===== src/rtl/column_aggregate_engine_assert.svh =====
// Assertion macros for the column aggregate engine.
// Used by column_aggregate_engine.sv; expects clk and rst_n in scope.
`ifndef COLUMN_AGGREGATE_ENGINE_ASSERT_SVH
`define COLUMN_AGGREGATE_ENGINE_ASSERT_SVH
`ifndef SYNTHESIS
// same-cycle implication
`define CAE_ASSERT_IMP(lbl, ante, cons) \
  lbl: assert property (@(posedge clk) disable iff (!rst_n) (ante) |-> (cons)) \
    else $error("column_aggregate_engine assertion failed");
// next-cycle implication
`define CAE_ASSERT_NXT(lbl, ante, cons) \
  lbl: assert property (@(posedge clk) disable iff (!rst_n) (ante) |=> (cons)) \
    else $error("column_aggregate_engine assertion failed");
`else
`define CAE_ASSERT_IMP(lbl, ante, cons)
`define CAE_ASSERT_NXT(lbl, ante, cons)
`endif
`endif


===== src/rtl/cae_pkg.sv =====
// Shared types, constants and codes for the column aggregate engine.
// No dependencies; imported by every cae module.
`timescale 1ns / 1ps
`default_nettype none
package cae_pkg;
  localparam int NUM_W       = 48;
  localparam int FRAC_BITS   = 16;
  localparam int CNT_W       = 17;
  localparam int STORE_DEPTH = 256;
  localparam int STORE_CNT_W = $clog2(STORE_DEPTH + 1);
  localparam int SHIFT_W     = $clog2(STORE_DEPTH / 2 + 1);
  localparam int DIV_STEPS   = NUM_W;
  localparam int DIV_CNT_W   = $clog2(DIV_STEPS);
  localparam int PROD_W      = CNT_W + 7;
  localparam int MODE_W      = 4;

  typedef logic signed [NUM_W-1:0] num_t;
  typedef logic [CNT_W-1:0] cnt_t;

  localparam num_t NUM_MAX = {1'b0, {(NUM_W-1){1'b1}}};
  localparam num_t NUM_MIN = {1'b1, {(NUM_W-1){1'b0}}};
  localparam num_t NUM_ONE = num_t'(1) <<< FRAC_BITS;
  localparam cnt_t CNT_MAX = {CNT_W{1'b1}};
  localparam logic [PROD_W-1:0] PCT_SCALE = PROD_W'(100);

  // aggregate mode codes
  localparam logic [MODE_W-1:0] MODE_NONE       = 4'd0;
  localparam logic [MODE_W-1:0] MODE_COUNT      = 4'd1;
  localparam logic [MODE_W-1:0] MODE_FILLED     = 4'd2;
  localparam logic [MODE_W-1:0] MODE_EMPTY      = 4'd3;
  localparam logic [MODE_W-1:0] MODE_SUM        = 4'd4;
  localparam logic [MODE_W-1:0] MODE_AVG        = 4'd5;
  localparam logic [MODE_W-1:0] MODE_MIN        = 4'd6;
  localparam logic [MODE_W-1:0] MODE_MAX        = 4'd7;
  localparam logic [MODE_W-1:0] MODE_MEDIAN     = 4'd8;
  localparam logic [MODE_W-1:0] MODE_RANGE      = 4'd9;
  localparam logic [MODE_W-1:0] MODE_PCT_EMPTY  = 4'd10;
  localparam logic [MODE_W-1:0] MODE_PCT_FILLED = 4'd11;

  // row kind codes
  localparam logic [1:0] KIND_NONE   = 2'd0;
  localparam logic [1:0] KIND_NUMBER = 2'd1;
  localparam logic [1:0] KIND_CHECK  = 2'd2;
  localparam logic [1:0] KIND_OTHER  = 2'd3;

  typedef enum logic [2:0] {
    S_IDLE,
    S_END,
    S_SHIFT,
    S_DIV,
    S_LOAD
  } state_t;

  // sort chain control
  typedef struct packed {
    logic ins;
    logic shift;
    logic clr;
  } chain_ctl_t;
endpackage
`default_nettype wire


===== src/rtl/cae_divider.sv =====
// Serial restoring divider, one quotient bit per cycle, unsigned operands.
// Depends on cae_pkg.
`timescale 1ns / 1ps
`default_nettype none
module cae_divider import cae_pkg::*; (
  input  wire logic             clk,
  input  wire logic             rst_n,
  input  wire logic             start,
  input  wire logic [NUM_W-1:0] dividend,
  input  wire cnt_t             divisor,
  output      logic             done,
  output      logic [NUM_W-1:0] quotient
);
  logic [NUM_W-1:0]     dq_r, dq_nxt;
  cnt_t                 rem_r, rem_nxt;
  logic [DIV_CNT_W-1:0] cnt_r;
  logic                 busy_r, done_r;
  logic [CNT_W:0]       trial;
  logic                 fits;

  // one trial subtraction per step
  always_comb begin
    trial   = {rem_r, dq_r[NUM_W-1]};
    fits    = trial >= {1'b0, divisor};
    rem_nxt = fits ? CNT_W'(trial - {1'b0, divisor}) : trial[CNT_W-1:0];
    dq_nxt  = {dq_r[NUM_W-2:0], fits};
  end

  always_ff @(posedge clk) begin
    if (!rst_n) begin
      busy_r <= 1'b0;
      done_r <= 1'b0;
      cnt_r  <= '0;
    end else begin
      done_r <= 1'b0;
      if (start) begin
        busy_r <= 1'b1;
        cnt_r  <= '0;
      end else if (busy_r) begin
        cnt_r <= cnt_r + 1'b1;
        if (cnt_r == DIV_CNT_W'(DIV_STEPS - 1)) begin
          busy_r <= 1'b0;
          done_r <= 1'b1;
        end
      end
    end
  end

  always_ff @(posedge clk) begin
    if (start) begin
      dq_r  <= dividend;
      rem_r <= '0;
    end else if (busy_r) begin
      dq_r  <= dq_nxt;
      rem_r <= rem_nxt;
    end
  end

  assign done     = done_r;
  assign quotient = dq_r;
endmodule
`default_nettype wire


===== config.mk =====
export PLATFORM = sky130hd
export DESIGN_NAME = cae_divider
export DESIGN_NICKNAME = d
export VERILOG_FILES = /design/src/rtl/column_aggregate_engine_assert.svh /design/src/rtl/cae_pkg.sv /design/src/rtl/cae_divider.sv
export SDC_FILE = /design/constraint.sdc
export NUM_CORES = 1
export LEC_CHECK = 0
export ABC_AREA = 1
export BUFFER_PORTS_ARGS = -buffer_cell sky130_fd_sc_hd__buf_2
export CAP_MARGIN = 20
export CORE_MARGIN = 2
export CORE_UTILIZATION = 55
export CTS_CLUSTER_DIAMETER = 150
export DETAILED_ROUTE_END_ITERATION = 8
export PLACE_DENSITY = 0.83
export SLEW_MARGIN = 25
export SYNTH_ARGS = -nofsm -noshare
export SYNTH_HDL_FRONTEND = slang
export SYNTH_SLANG_ARGS = --single-unit
export TNS_END_PERCENT = 10

===== constraint.sdc =====
create_clock -name clk -period 3.48 [get_ports clk]
set_input_delay 0.174 -clock clk [delete_from_list [all_inputs] [get_ports clk]]
set_output_delay 0.174 -clock clk [all_outputs]
set_load 0.05 [all_outputs]

==> results.md, run 1 <==
- Yosys Warn Count: 0
- Maximum root-to-sink buffer count: 2
- Synth Net Count: 676
- Max-slew violations: 0
- IO Pins: 117
- Outcome: finished clean
- R2R setup slack: 1.29 ns
- # DRC: 0
- Hold Vio Cnt, Final: 0
- Post-CTS Setup Inserts: 0
- Max FO, Critical Path: 19
- Reg clk slew, reported paths: 0.08 ns
- Internal: 1.53 mW
- Clk Latency, worst-skew pair: 0.36 ns
- Worst rel slew slack: 44.1%
- TNS Setup: 0 ns
- Commonest non-fill, non-tap cell in the layout: nand2_1
- Synth Area per Inst: 7.55 um^2
- Gates resized, CTS repair: 0
- Final min period: 2.19 ns
- Most frequent cells in the layout: 279 x nand2_1, 116 x buf_2, 70 x inv_1, 48 x edfxtp_1
- Vias in the first global route: 3818
- Max cap viols: 0
- Post-synthesis instance area: 4440 um^2
- Clock share of power: 33.0%
- DR WL/cell: 13.1 um
- Inserted Diodes: 0
- Slowest-stage cell, CP: fa_1
- Synthesis-to-layout area growth: 19.1%
- Port buffer count: 116
- Hold buffer count at CTS: 0
- Vias per inst: 5.03
- Largest net degree at the start of global routing: 50
- WP buf/inv: 2
- Fin area: 5300 um^2
- First-pass detailed-route iteration total: 6
- Sw Ratio: 32.5%
- DP Wirelength: 7780 um
- Drt first-iter violations: 211
- Antenna Nets Post-Route: 0
- Setup Skew: 0.00782 ns
- DIE AREA: 8820 um^2
- GRT Total Usage: 24.8%
- P per Cell Area: 428 nW/um^2
- Clock buffer count from CTS: 9
- FP Rows: 32
- Worst VDD drop: 323 uV
- Sequential share of the synthesized area: 43.7%
- Via count: 4066
- Critical Path RT: 3.77 ns
- Max Freq: 457 MHz
- Final setup margin: 1.29 ns
- Worst Tran Pin Value: 0.838 ns
- Congestion Overflow GR: 0
- #FFs+latches synth: 73
- GP Congestion: 0.874
- Synth Instances: 589
- Netlist cell types: 35
- Reg2reg path depth: 15
- Setup violators final: 0
- Comb pwr share: 21.4%
- Area after DPL: 5080 um^2
- Crit share post-route: 62.9%
- HP Class: in -> reg
- CP endpoint kind: flop
- DP Worst Slack: 1.35 ns
- First-pass GRT wire length: 17200 um
- Worst path top cell family by delay: simple AND/OR/NAND/NOR gates
- Crit path kind: reg -> reg
- Clk sinks: 73
- Die H: 93.9 um
- Sequential group share of total power: 45.6%
- CTS tree: done
- Crit path largest cell delay: 0.42 ns
- Die X: 93.9 um
- Tot Pwr: 2.26 mW
- Worst Hold Path Cells: 3
- Routed wire length: 10600 um
- Initial antenna violation count: 0
- Layout cells sized above 1: 23.5%
- Critical-path cell list: inv_1, ha_1, inv_1, fa_1, nand2_2, nand2_2, nand3_2, nand2_4, nand2_4, nand2_4, nand2_8, nand2_8, nand2_1, nand3_1, nand2_1
- CTS H-tree lvls: 3
- Most frequent CP cell: nand2_4
- Leak: 2.87 nW
- Fin Hold WS: 0.0716 ns
- Crit path depth: 15
- Crit path DAT: 2.48 ns
- Psw: 735 uW
- Core Footprint: 7770 um^2
- Root buffer selected by CTS: clkbuf_8
- Startpoint Class: flop
- RSZ-0062 raised after global routing: no
- Initial Utilization: 57.2%
- Final net count: 789
## cells in the mapped netlist
| cell type | instances | area share (%) |
|---|---|---|
| nand2_1 | 279 | 24 |
| inv_1 | 71 | 6.0 |
| edfxtp_1 | 48 | 32 |
| dfxtp_1 | 25 | 11 |
| nand3_1 | 25 | 2.8 |
| nand3b_1 | 21 | 3.5 |
| ha_1 | 18 | 5.1 |
| nor2_1 | 17 | 1.4 |
| a21oi_1 | 14 | 1.6 |
| nand2_2 | 13 | 1.8 |
| clkbuf_1 | 8 | 0.68 |
| xnor2_1 | 6 | 1.2 |
| nand2_4 | 4 | 1.0 |
| nand3_2 | 4 | 0.90 |
| nor3_1 | 4 | 0.45 |
| buf_1 | 3 | 0.25 |
| buf_2 | 3 | 0.34 |
| nand4_1 | 3 | 0.42 |
| nor2_2 | 3 | 0.42 |
| o21ai_0 | 3 | 0.34 |
| buf_6 | 2 | 0.51 |
| nand2_8 | 2 | 0.90 |
| a21oi_2 | 1 | 0.20 |
| a31oi_1 | 1 | 0.14 |
| and2_1 | 1 | 0.14 |
| buf_12 | 1 | 0.45 |
| fa_1 | 1 | 0.45 |
| inv_2 | 1 | 0.084 |
| nor2_4 | 1 | 0.25 |
| nor2_8 | 1 | 0.45 |
| nor3b_1 | 1 | 0.17 |
| o211ai_1 | 1 | 0.17 |
| o21a_1 | 1 | 0.17 |
| or2_4 | 1 | 0.20 |
| xor2_1 | 1 | 0.20 |
## power groups by stage
stage	Clock, mW	Sequential [mW]	Combinational, mW
6_report	0.748	1.03	0.484
5_1_grt	0.779	1.04	0.519
4_1_cts	0.756	1.03	0.485
3_5_place_dp	0	1.05	0.484
3_3_place_gp	0	1.05	0.475
2_1_floorplan	0	1.25	0.148
## final timing paths
check                                   from   endpoint
worst min register to register     rem_r[16]  rem_r[16]
worst max register to register  quotient[47]  rem_r[12]
worst min-delay path                   rst_n     busy_r
worst max-delay path            quotient[47]  rem_r[12]
## kinds of logic after synthesis
logic type                 synth area share [%]
and+or+nand+nor                            38.5
buffers and inverters                      8.31
DFF                                        43.7
AOI/OAI and AO/OA                          2.59
adders and majority gates                  5.52
xor gates and xnor gates                   1.38
## stage by stage
step	utilization, %	std cells
floorplan	-	589
global placement	65.4	793
detailed placement	65.4	793
CTS	68.2	809
global route	68.2	809
finish	68.2	809
## sequential cells by signal, summed over array words and instances, names as in the netlist
signal    count
busy_r        1
cnt_r         6
done          1
quotient     48
rem_r        17
## layer usage
layer | routed length (um) | up-vias | track usage [%]
met4 | 257 | 0 | 10.7
met5 | 0 | - | 0
li1 | - | 2076 | -
met1 | 4500 | 1850 | 31.7
met3 | 632 | 22 | 3.93
met2 | 5200 | 118 | 41.5
## worst min-delay path, delay by kind of cell
family          cells  cell delay, ns
compound gates      1            0.08
buf+inv             2            0.14
## layout make-up
type	instances	area, um^2
Multi-Input combinational cell	427	2130
Inverter	72	272
Clock buffer	10	128
Clock inverter	6	90.1
Fill cell	661	2470
Timing Repair Buffer	119	603
Sequential cell	73	1940
Tap cell	102	128
Power figures use the tool's default switching activity.
==> run 2, diff against run 1 <==
--- a/config.mk
+++ b/config.mk
@@ -5,14 +5,14 @@
 export SDC_FILE = /design/constraint.sdc
 export NUM_CORES = 1
 export LEC_CHECK = 0
-export ABC_AREA = 1
+export ABC_AREA = 0
 export BUFFER_PORTS_ARGS = -buffer_cell sky130_fd_sc_hd__buf_2
 export CAP_MARGIN = 20
 export CORE_MARGIN = 2
-export CORE_UTILIZATION = 55
+export CORE_UTILIZATION = 53
 export CTS_CLUSTER_DIAMETER = 150
 export DETAILED_ROUTE_END_ITERATION = 8
-export PLACE_DENSITY = 0.83
+export PLACE_DENSITY = 0.81
 export SLEW_MARGIN = 25
 export SYNTH_ARGS = -nofsm -noshare
 export SYNTH_HDL_FRONTEND = slang
==> constraint.sdc (replaced) <==
create_clock -name clk -period 2.17 [get_ports clk]
set_input_delay 0.1085 -clock clk [delete_from_list [all_inputs] [get_ports clk]]
set_output_delay 0.1085 -clock clk [all_outputs]
set_load 0.05 [all_outputs]
==> run 2 against run 1 <==
The run now ends with negative setup slack left. Clock skew up 0.0039 ns. Combinational power grew to 2.9 times the previous value. Global-route usage fell by 0.17 points. Largest cell class unchanged. Clock power up 59%.
==> results.md, run 2 <==
- Outcome: complete, but fails checks (was finished clean)
- Violated checks: negative setup slack
- DR WL/cell: 16.9 um (was 13.1 um)
- Top post-synthesis cells by area: edfxtp_1 35%, mux2_2 13%, dfxtp_1 12% (was edfxtp_1 32%, nand2_1 24%, dfxtp_1 11%)
- Worst Min Path Start: rst_n (unchanged)
- Final core occ: 73.4% (was 68.2%)
- DIE AREA: 8480 um^2 (was 8820 um^2)
- GRT Total Usage: 24.6% (was 24.8%)
- Clk Latency, worst-skew pair: 0.35 ns (was 0.36 ns)
- Main synth FF type: edfxtp_1 (unchanged)
- Hold buffer count at CTS: 0 (unchanged)
- P per Cell Area: 773 nW/um^2 (was 428 nW/um^2)
- Max FO, Critical Path: 4 (was 19)
- Netlist cell types: 60 (was 35)
- Critical Path RT: 2.47 ns (was 3.77 ns)
- First-pass GRT wire length: 16400 um (was 17200 um)
- FP Rows: 32 (unchanged)
- R2R setup slack: -0.45 ns (was 1.29 ns)
- Congestion Overflow GR: 0 (unchanged)
- Post-synth top area cell: edfxtp_1 (unchanged)
- Tot Pwr: 4.31 mW (was 2.26 mW)
- WHS Endpoint: done (was busy_r)
- First-pass detailed-route iteration total: 4 (was 6)
- Worst Tran Pin Value: 0.494 ns (was 0.838 ns)
- Synth Net Count: 447 (was 676)
- # DRC: 0 (unchanged)
- RSZ-0062 raised after global routing: yes (was no)
- Die X: 92.1 um (was 93.9 um)
- Via count: 3553 (was 4066)
- Port buffer count: 116 (unchanged)
- Vias per inst: 5.56 (was 5.03)
- Clk sinks: 73 (unchanged)
- Initial antenna violation count: 0 (unchanged)
- DP Wirelength: 7830 um (was 7780 um)
- Root buffer selected by CTS: clkbuf_8 (unchanged)
- GP Congestion: 0.909 (was 0.874)
- Final setup margin: -0.454 ns (was 1.29 ns)
- Maximum root-to-sink buffer count: 2 (unchanged)
- Die H: 92.1 um (was 93.9 um)
- IO Pins: 117 (unchanged)
- Clock buffer count from CTS: 9 (unchanged)
- Hold Vio Cnt, Final: 0 (unchanged)
- Inserted Diodes: 0 (unchanged)
- Largest register FFs: 48 (unchanged)
- Final net count: 619 (was 789)
- Final min period: 2.62 ns (was 2.19 ns)
- Most frequent cells in the layout: 116 x buf_2, 58 x buf_4, 48 x mux2_2, 48 x edfxtp_1, 25 x dfxtp_1 (was 279 x nand2_1, 116 x buf_2, 70 x inv_1, 48 x edfxtp_1)
- Antenna Nets Post-Route: 0 (unchanged)
- Final std cells w/o fill: 639 (was 809)
- Synth cell count leaders: 49 x mux2_2, 48 x edfxtp_1, 25 x dfxtp_1 (was 279 x nand2_1, 71 x inv_1, 48 x edfxtp_1)
- Post-synthesis instance area: 4110 um^2 (was 4440 um^2)
- Leak: 2.43 nW (was 2.87 nW)
- #FFs+latches synth: 73 (unchanged)
- Worst Hold Path Cells: 3 (unchanged)
- Largest net degree at the start of global routing: 49 (was 50)
- Reg2reg path depth: 12 (was 15)
- CTS tree: done (unchanged)
- Fin Hold WS: 0.0309 ns (was 0.0716 ns)
- Layout cells sized above 1: 50.8% (was 23.5%)
- HP Class: in -> reg (unchanged)
- Synthesis-to-layout area growth: 35.7% (was 19.1%)
- RR Startpoint: quotient[47] (unchanged)
- Share of the synthesized area in the top cell type: 35.0% (was 32.4%)
- Startpoint Class: flop (unchanged)
- Post-synth EDFFs: 48 (unchanged)
- CP startpoint: quotient[47] (unchanged)
- Vias in the first global route: 3529 (was 3818)
- Synth Area per Inst: 11.4 um^2 (was 7.55 um^2)
- # fillers: 531 (was 661)
- Setup violators final: 18 (was 0)
- Max-slew violations: 0 (unchanged)
- Placed cells: 617 (was 793)
- Commonest non-fill, non-tap cell in the layout: buf_2 (was nand2_1)
- Setup Skew: 0.0117 ns (was 0.00782 ns)
- Max Freq: 381 MHz (was 457 MHz)
- Drt first-iter violations: 189 (was 211)
- CP endpoint kind: flop (unchanged)
- Routed wire length: 10800 um (was 10600 um)
- Yosys Warn Count: 0 (unchanged)
- Post-synthesis async set-or-reset flop share: 0% (unchanged)
- Max cap viols: 0 (unchanged)
- Worst rel slew slack: 66.8% (was 44.1%)
- Crit share post-route: 121% (was 62.9%)
- CTS H-tree lvls: 3 (unchanged)
- Reg clk slew, reported paths: 0.08 ns (about the same)
- Initial Utilization: 54.1% (was 57.2%)
- Most common cell in the synthesized netlist: mux2_2 (was nand2_1)
- Sequential share of the synthesized area: 47.2% (was 43.7%)
- Synth Instances: 360 (was 589)
- Worst VDD drop: 607 uV (was 323 uV)
- Crit path DAT: 2.92 ns (was 2.48 ns)
- Reg2reg end: rem_r[2] (was rem_r[12])
- Core Footprint: 7610 um^2 (was 7770 um^2)
- Crit path kind: reg -> reg (unchanged)
## run 2: critical path, stage by stage, from the launching register on
cell and delay, ns:
edfxtp_1 0.41, inv_2 0.10, ha_4 0.13, inv_2 0.04
fa_2 0.36, a21o_1 0.20, a221oi_4 0.28, o311ai_2 0.17
a21o_1 0.26, buf_6 0.16, buf_4 0.13, nor3_1 0.20
a311o_1 0.13
## run 2: cells by family (layout without fill, tap and decap cells)
group                    Yosys count  in the layout  synth area share [%]
AO/OA/AOI/OAI                     74             74                  13.4
XOR/XNOR                          16             16                  3.41
adder cells (fa/ha/maj)           19             19                  5.96
buffers and inverters             41            218                  4.53
flip-flops                        73             73                  47.2
multiplexers                      57             57                  15.4
AND/OR/NAND/NOR                   80             80                  10.1
## run 2: per-stage QoR
step | instance area (um^2) | setup slack (ns) | setup TNS (ns)
after floorplan | 4120 | -0.681 | -10.66
after global placement | 5180 | -0.305 | -4.27
after detailed placement | 5180 | -0.386 | -5.72
after CTS | 5440 | -0.404 | -5.43
after global routing | 5580 | -0.516 | -7.74
final | 5580 | -0.454 | -6.24
## run 2: power by group
group	internal [mW]	switching, mW	total (mW)	leakage, nW
Sequential	1.64	0.0770	1.71	0.688
Clock	0.652	0.541	1.19	0.103
Combinational	0.568	0.840	1.41	1.64
Total	2.86	1.46	4.31	2.43
## run 2: how the worst max path moves through the flow
stage	endpoint	slack (ns)
2_1_floorplan	quotient[0]	-0.68
3_3_place_gp	rem_r[0]	-0.30
3_5_place_dp	rem_r[0]	-0.39
4_1_cts	rem_r[0]	-0.40
5_1_grt	rem_r[2]	-0.52
6_report	rem_r[2]	-0.45
## run 2: layout make-up
cell class	instances	area (um^2)	share of cell area (%)
Timing Repair Buffer	180	1100	19.7
Sequential cell	73	1940	34.8
Multi-Input combinational cell	246	2110	37.8
Clock inverter	6	92.6	1.66
Inverter	22	82.6	1.48
Tap cell	102	128	2.29
Clock buffer	10	128	2.29
## run 2: routing by layer
layer,share of wire [%],wire length (um),vias up,GRT usage (%)
met3,6.5,705,26,7.23
met1,40,4360,1700,29.5
met5,0,0,-,0
li1,-,-,1696,-
met4,3.0,326,0,8.71
met2,50,5380,131,42.1
## run 2: timing repair
| action | CTS | global route |
|---|---|---|
| gates resized for setup | 8 | 22 |
| endpoints found under the hold margin | 0 | 0 |
| endpoints found under the setup margin | 18 | 18 |
| pin swaps | 6 | 18 |
| buffers inserted | 2 | 4 |
==> run 3, diff against run 2 <==
--- a/config.mk
+++ b/config.mk
@@ -13,6 +13,7 @@
 export CTS_CLUSTER_DIAMETER = 150
 export DETAILED_ROUTE_END_ITERATION = 8
 export PLACE_DENSITY = 0.81
+export REMOVE_ABC_BUFFERS = 1
 export SLEW_MARGIN = 25
 export SYNTH_ARGS = -nofsm -noshare
 export SYNTH_HDL_FRONTEND = slang
==> run 3 against run 2 <==
The flow still finishes with violations (negative setup slack). Global-route usage rose by 0.66 points. Largest power group unchanged. Critical path type unchanged. Clock skew rose by 0.0020 ns. Combinational power barely moved. Sequential share of layout area rose by 0.55 points. Highest routed layer unchanged. Non-clock buffer count fell by 5. Sequential power barely moved. Sequential cell count did not move. Via count fell by 1.8%. Final area fell by 1.5%. Die area did not move. Fmax rose by 2.9%.
==> results.md, run 3 (same netlist as run 2, synthesis figures left out) <==
- Die H: 92.1 um (unchanged)
- Violated checks: negative setup slack (unchanged)
- FP Rows: 32 (unchanged)
- RSZ-0062 raised after global routing: yes (unchanged)
- Hold Vio Cnt, Final: 0 (unchanged)
- CP endpoint kind: flop (unchanged)
- DR WL/cell: 16.5 um (was 16.9 um)
- Clock buffer count from CTS: 9 (unchanged)
- P per Cell Area: 741 nW/um^2 (was 773 nW/um^2)
- First-pass detailed-route iteration total: 5 (was 4)
- IO Pins: 117 (unchanged)
- Largest net degree at the start of global routing: 43 (was 49)
- Leak: 2.39 nW (was 2.43 nW)
- Max-slew violations: 0 (unchanged)
- Fin Hold WS: 0.0209 ns (was 0.0309 ns)
- Tot Pwr: 4.08 mW (was 4.31 mW)
- First-pass GRT wire length: 16800 um (was 16400 um)
- CTS tree: done (unchanged)
- Drt first-iter violations: 201 (was 189)
- Commonest non-fill, non-tap cell in the layout: buf_2 (unchanged)
- Core Footprint: 7610 um^2 (unchanged)
- Via count: 3489 (was 3553)
- Outcome: complete, but fails checks (unchanged)
- Critical Path RT: 2.28 ns (was 2.47 ns)
- Reg clk slew, reported paths: 0.08 ns (about the same)
- Synthesis-to-layout area growth: 33.6% (was 35.7%)
- Crit share post-route: 118% (was 121%)
- DIE AREA: 8480 um^2 (unchanged)
- Setup violators final: 18 (unchanged)
- CTS H-tree lvls: 3 (unchanged)
- Most frequent cells in the layout: 116 x buf_2, 54 x buf_4, 48 x mux2_2, 48 x edfxtp_1, 25 x dfxtp_1 (was 116 x buf_2, 58 x buf_4, 48 x mux2_2, 48 x edfxtp_1, 25 x dfxtp_1)
- GP Congestion: 0.897 (was 0.909)
- Routed wire length: 10500 um (was 10800 um)
- Worst VDD drop: 652 uV (was 607 uV)
- Clk Latency, worst-skew pair: 0.36 ns (was 0.35 ns)
- Maximum root-to-sink buffer count: 2 (unchanged)
- Crit path DAT: 2.66 ns (was 2.92 ns)
- Congestion Overflow GR: 0 (unchanged)
- Initial Utilization: 54.1% (unchanged)
- HP Class: in -> reg (unchanged)
- Largest register FFs: 48 (unchanged)
- Final setup margin: -0.380 ns (was -0.454 ns)
- Die X: 92.1 um (unchanged)
- Inserted Diodes: 0 (unchanged)
- Final min period: 2.55 ns (was 2.62 ns)
- Antenna Nets Post-Route: 0 (unchanged)
- Port buffer count: 116 (unchanged)
- TNS Setup: -5.61 ns (was -6.24 ns)
- Vias per inst: 5.50 (was 5.56)
- DP Wirelength: 7800 um (was 7830 um)
- Worst rel slew slack: 67.2% (was 66.8%)
- Setup Skew: 0.0137 ns (was 0.0117 ns)
- Max Freq: 392 MHz (was 381 MHz)
- Root buffer selected by CTS: clkbuf_8 (unchanged)
- Startpoint Class: flop (unchanged)
- Initial antenna violation count: 0 (unchanged)
- Vias in the first global route: 3591 (was 3529)
- Layout cells sized above 1: 50.8% (about the same)
- Clk sinks: 73 (unchanged)
- Crit path kind: reg -> reg (unchanged)
- R2R setup slack: -0.38 ns (was -0.45 ns)
- Worst Tran Pin Value: 0.493 ns (was 0.494 ns)
- Max FO, Critical Path: 5 (was 4)
- GRT Total Usage: 25.3% (was 24.6%)
- Final net count: 614 (was 619)
- # DRC: 0 (unchanged)
- Max cap viols: 0 (unchanged)
run 3: through the flow:
| stage | worst slack (ns) | cells | util (%) | instance area [um^2] |
|---|---|---|---|---|
| global route | -0.439 | 634 | 72.3 | 5500 |
| finish | -0.380 | 634 | 72.3 | 5500 |
| floorplan | -0.874 | 341 | - | 4010 |
| global placement | -0.399 | 613 | 67.7 | 5150 |
| detailed placement | -0.530 | 613 | 67.7 | 5150 |
| CTS | -0.355 | 633 | 71.4 | 5430 |
run 3: worst paths after layout:
| check | start | to | cells past startpoint |
|---|---|---|---|
| max | quotient[47] | quotient[0] | 10 |
| min | rst_n | busy_r | 2 |
| max reg2reg | quotient[47] | quotient[0] | 10 |
| min reg2reg | cnt_r[5] | done | 2 |
run 3: timing repair:
action                                  4_1_cts  5_1_grt
buffers inserted                              4        1
endpoints found under the setup margin       18       18
hold buffers                                  0        0
pin swaps                                    16        5
resized for setup                            20       10
run 3: final cells by class:
cell class                      count  area [um^2]
Timing Repair Buffer              175         1060
Clock inverter                      6         43.8
Sequential cell                    73         1940
Inverter                           22         82.6
Fill cell                         546         2110
Multi-Input combinational cell    246         2110
Tap cell                          102          128
Clock buffer                       10          128
run 3: critical path: stages, from the launching register on:
cell and delay (ns):
edfxtp_1 0.40, inv_2 0.09, ha_4 0.13, inv_2 0.04, fa_2 0.35, a21o_1 0.22, a221oi_4 0.27, o311ai_2 0.12
a21o_2 0.29, buf_6 0.14, mux2_4 0.24
run 3: where the power goes:
| group | switching (mW) | leakage, nW | internal [mW] |
|---|---|---|---|
| clock | 0.543 | 0.0866 | 0.419 |
| combinational | 0.846 | 1.61 | 0.558 |
| sequential | 0.0727 | 0.688 | 1.64 |
| total | 1.46 | 2.39 | 2.61 |
run 3: layer usage:
| metal | track usage (%) | vias to the layer above | share of wire [%] |
|---|---|---|---|
| li1 | - | 1681 | - |
| met4 | 9.45 | 0 | 1.9 |
| met3 | 5.09 | 16 | 5.3 |
| met1 | 31.1 | 1674 | 41 |
| met2 | 43.8 | 118 | 52 |
| met5 | 0 | - | 0 |
